File: config.mk
export PLATFORM = sky130hd
export DESIGN_NAME = pointer_rotate_scroll_accumulate_top
export DESIGN_NICKNAME = d
export VERILOG_FILES = /design/src/hdl/prsa_pkg.sv /design/src/hdl/prsa_cfg.sv /design/src/hdl/prsa_rotate.sv /design/src/hdl/prsa_scroll.sv /design/src/hdl/pointer_rotate_scroll_accumulate_top.sv
export SDC_FILE = /design/constraint.sdc
export NUM_CORES = 2
export LEC_CHECK = 0
export CORE_ASPECT_RATIO = 2
export CORE_MARGIN = 1.5
export CORE_UTILIZATION = 45
export CTS_CLUSTER_SIZE = 10
export DETAILED_ROUTE_END_ITERATION = 12
export DONT_BUFFER_PORTS = 1
export GPL_TIMING_DRIVEN = 1
export MAX_ROUTING_LAYER = met4
export PLACE_DENSITY = 0.67
export SYNTH_ARGS = -nofsm -noshare
export SYNTH_HDL_FRONTEND = slang
export SYNTH_HIERARCHICAL = 1
export SYNTH_SLANG_ARGS = --single-unit
File: constraint.sdc
create_clock -name clk_i -period 10.9 [get_ports clk_i]
set_input_delay 1.635 -clock clk_i [delete_from_list [all_inputs] [get_ports clk_i]]
set_output_delay 1.635 -clock clk_i [all_outputs]
set_load 0.05 [all_outputs]
File: src/hdl/prsa_pkg.sv
`timescale 1ns / 1ps
// ----------------------------------------------------------------------------
// Pointer rotate and scroll accumulate: shared package
// Item types, register indexes, angle and divider tables and their lookups.
// ----------------------------------------------------------------------------
package prsa_pkg;

  localparam int ANGLE_COUNT   = 11;
  localparam int DIVIDER_COUNT = 6;

  localparam int CFG_INDEX_W = 2;
  localparam int CFG_DATA_W  = 4;
  localparam int ANGLE_W     = 4;
  localparam int DIV_W       = 3;
  localparam int SHIFT_W     = 3;

  localparam logic [CFG_INDEX_W-1:0] REG_ROTATION_INDEX = 2'd0;
  localparam logic [CFG_INDEX_W-1:0] REG_DIVIDER_INDEX  = 2'd1;
  localparam logic [CFG_INDEX_W-1:0] REG_SCROLL_INVERT  = 2'd2;

  localparam logic [ANGLE_W-1:0] ROTATION_RESET = 4'd3;
  localparam logic [DIV_W-1:0]   DIVIDER_RESET  = 3'd4;
  localparam logic               INVERT_RESET   = 1'b1;

  // Sine and cosine in Q2.14 for -75 to 75 degrees in 15 degree steps.
  localparam logic signed [15:0] SIN_Q14 [ANGLE_COUNT] = '{
    -16'sd15826, -16'sd14189, -16'sd11585, -16'sd8192, -16'sd4240, 16'sd0,
    16'sd4240, 16'sd8192, 16'sd11585, 16'sd14189, 16'sd15826
  };
  localparam logic signed [15:0] COS_Q14 [ANGLE_COUNT] = '{
    16'sd4240, 16'sd8192, 16'sd11585, 16'sd14189, 16'sd15826, 16'sd16384,
    16'sd15826, 16'sd14189, 16'sd11585, 16'sd8192, 16'sd4240
  };
  localparam logic [SHIFT_W-1:0] SHIFT_TAB [DIVIDER_COUNT] = '{
    3'd1, 3'd2, 3'd3, 3'd4, 3'd5, 3'd6
  };

  typedef struct packed {
    logic              mode;
    logic signed [7:0] delta_x;
    logic signed [7:0] delta_y;
    logic signed [7:0] wheel_h;
    logic signed [7:0] wheel_v;
  } in_item_t;

  typedef struct packed {
    logic signed [7:0] out_x;
    logic signed [7:0] out_y;
    logic signed [7:0] out_h;
    logic signed [7:0] out_v;
  } out_item_t;

  typedef struct packed {
    logic [ANGLE_W-1:0] rotation_index;
    logic [DIV_W-1:0]   divider_index;
    logic               scroll_invert;
  } cfg_t;

  typedef struct packed {
    logic              mode;
    logic signed [7:0] xr;
    logic signed [7:0] yr;
    logic signed [7:0] wheel_h;
    logic signed [7:0] wheel_v;
  } rot_item_t;

  function automatic logic [ANGLE_W-1:0] angle_index(input logic [ANGLE_W-1:0] idx);
    return (int'(idx) < ANGLE_COUNT) ? idx : ANGLE_W'(ANGLE_COUNT - 1);
  endfunction

  function automatic logic [SHIFT_W-1:0] divider_shift(input logic [DIV_W-1:0] idx);
    logic [DIV_W-1:0] sel;
    sel = (int'(idx) < DIVIDER_COUNT) ? idx : DIV_W'(DIVIDER_COUNT - 1);
    return SHIFT_TAB[sel];
  endfunction

endpackage

File: src/hdl/prsa_cfg.sv
`timescale 1ns / 1ps
// ----------------------------------------------------------------------------
// Pointer rotate and scroll accumulate: configuration registers
// Decodes the write port into the angle, divider and invert registers.
// ----------------------------------------------------------------------------
module prsa_cfg import prsa_pkg::*; (
  input  logic                   clk_i,
  input  logic                   rst_ni,
  input  logic                   cfg_we_i,
  input  logic [CFG_INDEX_W-1:0] cfg_index_i,
  input  logic [CFG_DATA_W-1:0]  cfg_data_i,
  output cfg_t                   cfg_o
);

  cfg_t cfg_q, cfg_d;

  always_comb begin
    cfg_d = cfg_q;
    if (cfg_we_i) begin
      unique case (cfg_index_i)
        REG_ROTATION_INDEX: cfg_d.rotation_index = cfg_data_i[ANGLE_W-1:0];
        REG_DIVIDER_INDEX:  cfg_d.divider_index  = cfg_data_i[DIV_W-1:0];
        REG_SCROLL_INVERT:  cfg_d.scroll_invert  = cfg_data_i[0];
        default:            cfg_d = cfg_q;
      endcase
    end
  end

  always_ff @(posedge clk_i or negedge rst_ni) begin
    if (!rst_ni) begin
      cfg_q.rotation_index <= ROTATION_RESET;
      cfg_q.divider_index  <= DIVIDER_RESET;
      cfg_q.scroll_invert  <= INVERT_RESET;
    end else begin
      cfg_q <= cfg_d;
    end
  end

  assign cfg_o = cfg_q;

endmodule

File: src/hdl/prsa_rotate.sv
`timescale 1ns / 1ps
// ----------------------------------------------------------------------------
// Pointer rotate and scroll accumulate: rotation stage
// Rotates the motion vector by the table angle and registers the result.
// ----------------------------------------------------------------------------
module prsa_rotate import prsa_pkg::*; (
  input  logic               clk_i,
  input  logic [ANGLE_W-1:0] rotation_index_i,
  input  logic               load_i,
  input  in_item_t           item_i,
  output rot_item_t          rot_o
);

  logic [ANGLE_W-1:0]  idx;
  logic signed [15:0]  cos_v, sin_v;
  logic signed [23:0]  xc, ys, yc, xs;
  logic signed [24:0]  sum_x, sum_y;
  rot_item_t           rot_d, rot_q;

  function automatic logic signed [7:0] trunc_sat(input logic signed [24:0] v);
    logic [24:0] mag;
    logic [10:0] q;
    logic [7:0]  r;
    mag = v[24] ? 25'(-v) : 25'(v);
    q   = mag[24:14];
    if (!v[24]) begin
      r = (q > 11'd127) ? 8'd127 : q[7:0];
    end else begin
      r = (q > 11'd128) ? 8'h80 : 8'(~q[7:0] + 8'd1);
    end
    return r;
  endfunction

  always_comb begin
    idx   = angle_index(rotation_index_i);
    cos_v = COS_Q14[idx];
    sin_v = SIN_Q14[idx];
    xc    = item_i.delta_x * cos_v;
    ys    = item_i.delta_y * sin_v;
    yc    = item_i.delta_y * cos_v;
    xs    = item_i.delta_x * sin_v;
    sum_x = 25'(xc) + 25'(ys);
    sum_y = 25'(yc) - 25'(xs);
    rot_d.mode    = item_i.mode;
    rot_d.xr      = trunc_sat(sum_x);
    rot_d.yr      = trunc_sat(sum_y);
    rot_d.wheel_h = item_i.wheel_h;
    rot_d.wheel_v = item_i.wheel_v;
  end

  always_ff @(posedge clk_i) begin
    if (load_i) begin
      rot_q <= rot_d;
    end
  end

  assign rot_o = rot_q;

endmodule

File: src/hdl/prsa_scroll.sv
`timescale 1ns / 1ps
// ----------------------------------------------------------------------------
// Pointer rotate and scroll accumulate: scroll stage
// Cursor output or dominant-axis scroll accumulation with wheel clamping.
// ----------------------------------------------------------------------------
module prsa_scroll import prsa_pkg::*; (
  input  logic             clk_i,
  input  logic             rst_ni,
  input  logic [DIV_W-1:0] divider_index_i,
  input  logic             scroll_invert_i,
  input  logic             load_i,
  input  rot_item_t        rot_i,
  output out_item_t        item_o
);

  typedef struct packed {
    logic [15:0]       acc;
    logic signed [7:0] wheel;
    logic              step;
  } axis_t;

  logic [15:0]        acc_h_q, acc_h_d, acc_v_q, acc_v_d;
  logic [SHIFT_W-1:0] shift;
  logic [8:0]         abs_x, abs_y;
  logic               x_dom;
  logic [15:0]        xr16, yr16, dh, dv;
  axis_t              ax_h, ax_v;
  out_item_t          out_d, out_q;

  function automatic axis_t apply_axis(input logic [15:0] acc, input logic signed [7:0] wheel,
                                       input logic [SHIFT_W-1:0] sh);
    logic signed [15:0] q;
    logic signed [16:0] wsum, qc;
    axis_t              r;
    q      = $signed(acc) >>> sh;
    wsum   = 17'(wheel) + 17'(q);
    r.acc  = acc;
    r.wheel = wheel;
    r.step = (q != 16'sd0);
    if (r.step) begin
      if (wsum > 17'sd127) begin
        qc = 17'sd127 - 17'(wheel);
      end else if (wsum < -17'sd127) begin
        qc = -17'sd127 - 17'(wheel);
      end else begin
        qc = 17'(q);
      end
      r.wheel = 8'(17'(wheel) + qc);
      r.acc   = acc - (qc[15:0] << sh);
    end
    return r;
  endfunction

  always_comb begin
    shift = divider_shift(divider_index_i);
    abs_x = rot_i.xr[7] ? 9'(9'd0 - {rot_i.xr[7], rot_i.xr}) : {1'b0, rot_i.xr};
    abs_y = rot_i.yr[7] ? 9'(9'd0 - {rot_i.yr[7], rot_i.yr}) : {1'b0, rot_i.yr};
    x_dom = abs_x > abs_y;
    xr16  = {{8{rot_i.xr[7]}}, rot_i.xr};
    yr16  = {{8{rot_i.yr[7]}}, rot_i.yr};
    dh    = 16'd0;
    dv    = 16'd0;
    if (x_dom) begin
      dh = scroll_invert_i ? xr16 : 16'(16'd0 - xr16);
    end else begin
      dv = scroll_invert_i ? 16'(16'd0 - yr16) : yr16;
    end
    ax_h = apply_axis(16'(acc_h_q + dh), rot_i.wheel_h, shift);
    ax_v = apply_axis(16'(acc_v_q + dv), rot_i.wheel_v, shift);

    acc_h_d = acc_h_q;
    acc_v_d = acc_v_q;
    if (rot_i.mode) begin
      out_d.out_x = 8'sd0;
      out_d.out_y = 8'sd0;
      out_d.out_h = ax_h.wheel;
      out_d.out_v = ax_v.wheel;
      if (load_i) begin
        acc_h_d = ax_h.acc;
        acc_v_d = ax_v.acc;
      end
    end else begin
      out_d.out_x = (rot_i.xr == 8'sh80) ? 8'sd127 : 8'(-rot_i.xr);
      out_d.out_y = rot_i.yr;
      out_d.out_h = rot_i.wheel_h;
      out_d.out_v = rot_i.wheel_v;
    end
  end

  always_ff @(posedge clk_i or negedge rst_ni) begin
    if (!rst_ni) begin
      acc_h_q <= 16'd0;
      acc_v_q <= 16'd0;
    end else begin
      acc_h_q <= acc_h_d;
      acc_v_q <= acc_v_d;
    end
  end

  always_ff @(posedge clk_i) begin
    if (load_i) begin
      out_q <= out_d;
    end
  end

  assign item_o = out_q;

  a_cursor_keeps_acc: assert property (@(posedge clk_i) disable iff (!rst_ni)
    (load_i && !rot_i.mode) |=> ($stable(acc_h_q) && $stable(acc_v_q)))
    else $error("accumulators changed on a cursor item");

  a_scroll_zero_motion: assert property (@(posedge clk_i) disable iff (!rst_ni)
    (load_i && rot_i.mode) |=> (out_q.out_x == 8'sd0 && out_q.out_y == 8'sd0))
    else $error("scroll item produced cursor motion");

  a_wheel_h_clamped: assert property (@(posedge clk_i) disable iff (!rst_ni)
    (load_i && rot_i.mode && ax_h.step) |=> (out_q.out_h != 8'sh80))
    else $error("horizontal wheel left the clamp range");

  a_wheel_v_clamped: assert property (@(posedge clk_i) disable iff (!rst_ni)
    (load_i && rot_i.mode && ax_v.step) |=> (out_q.out_v != 8'sh80))
    else $error("vertical wheel left the clamp range");

endmodule

File: src/hdl/pointer_rotate_scroll_accumulate_top.sv
`timescale 1ns / 1ps
// An accepted item moves from the input register through the rotation register into the result register.
// Throughput: one item per cycle; the three registers (input, rotation, result)
// advance whenever the stage after them is empty or being emptied.
// The scroll accumulators are updated as a scroll item enters the result register.
// Reset clears the valid bits and the accumulators and loads the register defaults.
// ----------------------------------------------------------------------------
// Pointer rotate and scroll accumulate: top level
// Rotates trackball motion and turns it into cursor motion or wheel scrolling.
// ----------------------------------------------------------------------------
module pointer_rotate_scroll_accumulate_top import prsa_pkg::*; (
  input  logic                   clk_i,
  input  logic                   rst_ni,
  input  logic                   in_valid_i,
  output logic                   in_ready_o,
  input  in_item_t               in_item_i,
  output logic                   out_valid_o,
  input  logic                   out_ready_i,
  output out_item_t              out_item_o,
  input  logic                   cfg_we_i,
  input  logic [CFG_INDEX_W-1:0] cfg_index_i,
  input  logic [CFG_DATA_W-1:0]  cfg_data_i
);

  cfg_t      cfg;
  in_item_t  in_q;
  rot_item_t rot;
  logic      in_vld_q, in_vld_d, rot_vld_q, rot_vld_d, out_vld_q, out_vld_d;
  logic      adv_in, adv_rot, adv_out;

  prsa_cfg u_cfg (
    .clk_i       (clk_i),
    .rst_ni      (rst_ni),
    .cfg_we_i    (cfg_we_i),
    .cfg_index_i (cfg_index_i),
    .cfg_data_i  (cfg_data_i),
    .cfg_o       (cfg)
  );

  assign adv_out = !out_vld_q || out_ready_i;
  assign adv_rot = !rot_vld_q || adv_out;
  assign adv_in  = !in_vld_q || adv_rot;

  always_comb begin
    in_vld_d  = adv_in  ? in_valid_i : in_vld_q;
    rot_vld_d = adv_rot ? in_vld_q   : rot_vld_q;
    out_vld_d = adv_out ? rot_vld_q  : out_vld_q;
  end

  always_ff @(posedge clk_i or negedge rst_ni) begin
    if (!rst_ni) begin
      in_vld_q  <= 1'b0;
      rot_vld_q <= 1'b0;
      out_vld_q <= 1'b0;
    end else begin
      in_vld_q  <= in_vld_d;
      rot_vld_q <= rot_vld_d;
      out_vld_q <= out_vld_d;
    end
  end

  always_ff @(posedge clk_i) begin
    if (in_valid_i && adv_in) begin
      in_q <= in_item_i;
    end
  end

  prsa_rotate u_rotate (
    .clk_i            (clk_i),
    .rotation_index_i (cfg.rotation_index),
    .load_i           (in_vld_q && adv_rot),
    .item_i           (in_q),
    .rot_o            (rot)
  );

  prsa_scroll u_scroll (
    .clk_i           (clk_i),
    .rst_ni          (rst_ni),
    .divider_index_i (cfg.divider_index),
    .scroll_invert_i (cfg.scroll_invert),
    .load_i          (rot_vld_q && adv_out),
    .rot_i           (rot),
    .item_o          (out_item_o)
  );

  assign in_ready_o  = adv_in;
  assign out_valid_o = out_vld_q;

endmodule

Word-level counts from Yosys, hierarchy flattened
Memory sizes are Yosys's and may differ from the RTL's.
Cells that the tools add are included.
{"block": "classes", "shift": 4, "add_sub_neg": 23, "n_mux": 32, "multipliers": 4, "reduce_logical": 17, "bitwise_logic": 4, "order_cmp": 13, "eq_ne": 3}
{"cell": "2-to-1 mux 16 bit", "count": 15}
{"cell": "multiplier 8 x 16 -> 24 bit", "count": 4}
{"cell": "2-to-1 mux 25 bit", "count": 2}
{"cell": "negation 25 bit", "count": 2}
{"cell": "2-to-1 mux 24 bit", "count": 2}
{"cell": "2-to-1 mux 8 bit", "count": 6}
{"cell": "subtractor 1 x 8 -> 9 bit (first input constant)", "count": 4}
{"cell": "subtractor 8 x 8 -> 9 bit (first input constant)", "count": 4}
{"cell": "adder 8 x 16 -> 17 bit", "count": 2}
{"cell": "greater-than comparator 17 x 8 -> 1 bit (second input constant)", "count": 2}
{"cell": "less-than comparator 17 x 8 -> 1 bit (second input constant)", "count": 2}
{"cell": "adder 16 bit", "count": 2}
{"cell": "nonzero test 16 bit", "count": 2}
{"cell": "<< shifter 16 x 3 -> 16 bit", "count": 2}
{"cell": ">>> shifter 16 x 3 -> 16 bit", "count": 2}
{"cell": "subtractor 16 bit", "count": 2}
{"cell": "adder 24 x 24 -> 25 bit", "count": 1}
{"cell": "subtractor 24 x 24 -> 25 bit", "count": 1}
{"cell": "greater-than comparator 11 x 7 -> 1 bit (second input constant)", "count": 2}
{"cell": "greater-than comparator 11 x 8 -> 1 bit (second input constant)", "count": 2}
{"cell": "2-to-1 mux 9 bit", "count": 2}
{"cell": "adder 8 x 1 -> 8 bit (second input constant)", "count": 2}
{"cell": "adder 8 bit", "count": 2}
{"cell": "NOT 8 bit", "count": 2}
{"cell": "20 further kinds", "count": 31}
{"block": "word_totals", "register_bits": 141, "wordCells": 126, "memories": 3, "in_bits": 44, "mem_bits_ro": 536}
{"name": "(name not given)", "depth": 16, "word_bits": 16, "rd": 1, "rd_ports_with_merged_regs": 0, "wr": 0, "line": "prsa_rotate.sv:36", "source": "cos_v = COS_Q14[idx];"}
{"name": "(name not given)", "depth": 16, "word_bits": 16, "rd": 1, "rd_ports_with_merged_regs": 0, "wr": 0, "line": "prsa_rotate.sv:37", "source": "sin_v = SIN_Q14[idx];"}
{"name": "(name not given)", "depth": 8, "word_bits": 3, "rd": 1, "rd_ports_with_merged_regs": 0, "wr": 0, "line": "prsa_pkg.sv:74", "source": "return SHIFT_TAB[sel];"}

Longest topological paths before layout
{"block": "depth", "word_depth": 16, "mapped_depth": 55}

Modules after synthesis
The synthesis kept the hierarchy.
{"mod": "prsa_rotate", "instances": 1, "seq_area_each_um2": 991.0, "cells_each": 2100, "area_per_inst_um2": 19359.8}
{"mod": "prsa_scroll", "instances": 1, "seq_area_each_um2": 1761.7, "cells_each": 1659, "area_per_inst_um2": 12540.8}
{"mod": "pointer_rotate_scroll_accumulate_top", "instances": 1, "seq_area_each_um2": 1066.0, "cells_each": 45, "area_per_inst_um2": 1136.1}
{"mod": "prsa_cfg", "instances": 1, "seq_area_each_um2": 205.2, "cells_each": 19, "area_per_inst_um2": 329.1}

Least setup slack after synthesis
OpenSTA, ideal clock, no wires.
{"block": "synth_timing", "path_kind": "register to register", "start": "register u_rotate.rot_q, in the netlist u_rotate/rot_o[16]", "end": "register u_scroll.acc_h_q[14]", "stages_incl_launch_ff": 52, "setup_slack_ps": -220, "arrival_time_ps": 10998, "required_time_ps": 10778, "setup_time_ps": 122, "cell_sequence": "edfxtp_1 inv_1 ha_1 nand2_1 or3_1 nor3_1 ha_1 inv_1 ha_1 nand4_1 nor3_2 a2111oi_4 a2111oi_1 ha_1 buf_2 nand3_1 o211ai_1 a2111oi_0 [... 16 more ...] nor2_1 mux2i_1 a31oi_1 o21ai_0 nand2_1 ha_1 nor2b_1 o21ai_0 a21boi_0 o21ai_0 a21boi_0 o21ai_0 a21boi_0 o21ai_0 a211oi_1 o21a_1 or3_1 a32o_1"}
{"block": "synth_between", "elab_chain_cells": 14}
{"item": "start: declaration", "line": "prsa_rotate.sv:18", "source": "rot_item_t rot_d, rot_q;"}
{"item": "start signal: assignment", "line": "prsa_rotate.sv:53", "source": "rot_q <= rot_d;"}
{"item": "subtractor 1 x 8 -> 9 bit", "line": "prsa_scroll.sv:57", "source": "abs_y = rot_i.yr[7] ? 9'(9'd0 - {rot_i.yr[7], rot_i.yr}) : {1'b0, rot_i.yr};"}
{"item": "2-to-1 mux 9 bit *", "line": "prsa_scroll.sv:57"}
{"item": "greater-than comparator 9 bit *", "line": "prsa_scroll.sv:58", "source": "x_dom = abs_x > abs_y;"}
{"item": "2-to-1 mux 16 bit *", "line": "prsa_scroll.sv:63", "source": "if (x_dom) begin"}
{"item": "adder 16 bit *", "line": "prsa_scroll.sv:68", "source": "ax_h = apply_axis(16'(acc_h_q + dh), rot_i.wheel_h, shift);"}
{"item": ">>> shifter 16 x 3 -> 16 bit", "line": "prsa_scroll.sv:35", "source": "q = $signed(acc) >>> sh;"}
{"item": "adder 8 x 16 -> 17 bit", "line": "prsa_scroll.sv:36", "source": "wsum = 17'(wheel) + 17'(q);"}
{"item": "less-than comparator 17 x 8 -> 1 bit", "line": "prsa_scroll.sv:43", "source": "end else if (wsum < -17'sd127) begin"}
{"item": "2-to-1 mux 16 bit", "line": "prsa_scroll.sv:43"}
{"item": "2-to-1 mux 16 bit", "line": "prsa_scroll.sv:41", "source": "if (wsum > 17'sd127) begin"}
{"item": "2-to-1 mux 16 bit", "line": "prsa_scroll.sv:40", "source": "if (r.step) begin"}
{"item": "<< shifter 16 x 3 -> 16 bit", "line": "prsa_scroll.sv:49", "source": "r.acc = acc - (qc[15:0] << sh);"}
{"item": "subtractor 16 bit", "line": "prsa_scroll.sv:49"}
{"item": "2-to-1 mux 24 bit *", "line": "prsa_scroll.sv:40"}
{"item": "end signal: assignment", "line": "prsa_scroll.sv:95", "source": "acc_h_q <= acc_h_d;"}
{"item": "end: declaration", "line": "prsa_scroll.sv:22", "source": "logic [15:0] acc_h_q, acc_h_d, acc_v_q, acc_v_d;"}
Every way passes the cells marked *; elsewhere a longest branch is shown, timed or not. The select of a mux whose other input is x is not followed.
A chain may end at the register's enable or synchronous reset.

Worst setup path after layout
{"block": "layout_timing", "start": "register u_rotate.rot_q, in the netlist u_rotate/rot_o[16]", "end": "register u_scroll.acc_h_q[15]"}
The elaborated chain is that of the path after synthesis.

==> impl_metrics.ini <==
[status]
status = completed

[grt]
grt_overflow = 0
grt_pass1_wl_um = 172400
grt_usage_pct = 31.10
grt_start_max_net_pins = 59
grt_pass1_vias = 31760
antenna_found_initial = 1

[final_layout]
nNetsFinal = 5024
mostFrequentLayoutCells = 596 x inv_1, 547 x buf_4, 443 x fa_1, 361 x nand2_1, 291 x ha_1
areaGrowthSynthToFinish_pct = 17.90
stdcell_count = 5178
final_common_cell = inv_1
fill_cells = 6822
layout-drive-gt1-share_pct = 19.71

[placed_design]
place_inst = 5111
dp_hpwl_um = 94660
post-place-ws_ps = -649.1
gp_routability_congestion = 1.028
io_buffers = 0

[cts]
numCtsBuffers = 17
cts_tree = yes
clock_latency_ps = 500
path_clk_slew_ps = 70
cts_sinks = 141
ctsRootBufferMaster = clkbuf_16
htreeDepth = 4
cts_buffer_depth = 2

[critical_path]
required_ps = 11280
cp_top_family = compound AO/OA/AOI/OAI gates
crit_buf_inv = 11
path_class = flip-flop to flip-flop
path_max_fanout = 6
critPathArrivalTime_ps = 11140
crit_slowest_cell = a311oi_4
startpoint_type = flip-flop
endpoint_kind = flip-flop
max_stage_delay_ps = 440
crit_path_frequent_cell = buf_4

[timing]
whs_ps = 420.1
rsz0062_at_grt = yes
relSlewSlack_pct = 23.05
period_minus_slack_ps = 10770
finalCritPeriodShare_pct = 98.80
fmax_mhz = 92.86
slew_violations = 0
fin_setup_tns_ps = 0
hold_viol = 0
setup_viol = 0
fin_skew_ps = 21.58
fin_ws_ps = 131.2
tightest_slew_ps = 1154

[routing]
drt_iter0_markers = 1319
num_vias = 29620
wl_um = 112700
via_per_inst = 5.720
route.detailed.drc = 0
ant_nets = 0
routedWlPerCell_um = 21.76
first_pass_iters = 5

[synth]
synth_cells = 3823
ys_ff_latch = 141
seq_area_frac_synth_pct = 12.06
synth_area_um2 = 33370
yosysWarnings = 6
async_flop_share_pct = 30.50
ys_types = 131
ys.flop_type = edfxtp_1
syn_area_per_cell_um2 = 8.728
syn_nets = 4613
synth_edf_count = 98

[die]
die_y_um = 388.1
coreArea_um2 = 73570
fp-row-count = 141
start_util_pct = 45.35
dieArea_um2 = 75890
dieWidth_um = 195.5
pin_count = 78

[hold_path]
min-delay-path-class = flip-flop to flip-flop

[flow_run]
drv_cap = 0
flip-flops by register name, indices dropped and copies added, names as in the netlist:
| signal | flops |
|---|---|
| out_valid_o | 1 |
| u_cfg/cfg_o | 8 |
| u_scroll/acc_v_q | 16 |
| u_scroll/item_o | 32 |
| rot_vld_q | 1 |
| in_vld_q | 1 |
| u_rotate/rot_o | 33 |
| u_scroll/acc_h_q | 16 |
| in_q | 33 |
synth_stat cells (26+ instances only):
library cell / count / share of area, %
nand2_1: 361 / 4.1
clkbuf_1: 120 / 1.3
xor2_1: 54 / 1.4
nor2b_1: 32 / 0.60
fa_1: 445 / 27
nor3_1: 91 / 1.4
inv_1: 600 / 6.7
o31ai_1: 30 / 0.68
and2_1: 158 / 3.0
nor2_1: 221 / 2.5
o21a_1: 26 / 0.59
nand3_1: 58 / 0.87
ha_1: 301 / 11
a21oi_1: 141 / 2.1
a31oi_1: 26 / 0.49
a21o_1: 63 / 1.4
nand2b_1: 39 / 0.73
mux2_2: 26 / 0.88
edfxtp_1: 98 / 8.8
mux2i_1: 65 / 1.9
a211oi_1: 46 / 1.0
o21ai_0: 132 / 2.0
dfrtp_1: 39 / 2.9
or3_1: 27 / 0.51
xnor2_1: 71 / 1.9
o211ai_1: 43 / 0.97
and3_1: 35 / 0.66
final cells by class:
type	count	area [um^2]	share of cell area [%]
Antenna cell	2	5.005	0.01272
Clock buffer	20	436.7	1.110
Clock inverter	12	115.1	0.2926
Inverter	601	2256	5.735
Multi-Input combinational cell	2925	27210	69.18
Sequential cell	141	4024	10.23
Tap cell	929	1162	2.955
Timing Repair Buffer	548	4126	10.49
stage by stage:
step	cell area (um^2)	utilization, %
floorplan	33380	-
global placement	37820	51.40
detailed placement	37820	51.40
CTS	38680	52.58
global route	39340	53.47
finish	39340	53.47
layer usage:
layer | track usage, % | wire, um
met1 | 25.29 | 33930
met2 | 59.53 | 62760
met3 | 3.818 | 3629
met4 | 28.25 | 12330
met5 | - | 0
timing repair:
action | CTS | global route
cloned | 0 | 0
resized for setup | 64 | 115
hold buffers | 0 | 0
hold endpoints to repair | 0 | 0
pin swaps | 19 | 66
setup buffers | 8 | 26
endpoints found under the setup margin | 13 | 16
logic make-up after synthesis:
family | share of synthesized area [%]
compound gates | 16.71
xor+xnor | 3.596
fa+ha+maj | 37.99
buf+inv | 8.689
flops | 12.06
mux | 3.154
other cells | 0.01124
simple gates | 17.79
worst paths after layout:
check                                   start                    to  slack, ps  depth (start not counted)
max                        u_rotate/rot_o[16]  u_scroll/acc_h_q[15]        130                         54
min                                   in_q[8]     u_rotate/rot_o[8]        420                          0
max reg2reg                u_rotate/rot_o[16]  u_scroll/acc_h_q[15]        130                         54
min reg2reg                           in_q[8]     u_rotate/rot_o[8]        420                          0
max in group asynchronous              rst_ni        u_cfg/cfg_o[5]       9840                          0
min in group asynchronous              rst_ni   u_scroll/acc_v_q[0]        840                          0
Power is left out: the tool's default activity adds up to more than one toggle a clock period on the data nets, which glitch-free logic cannot reach.
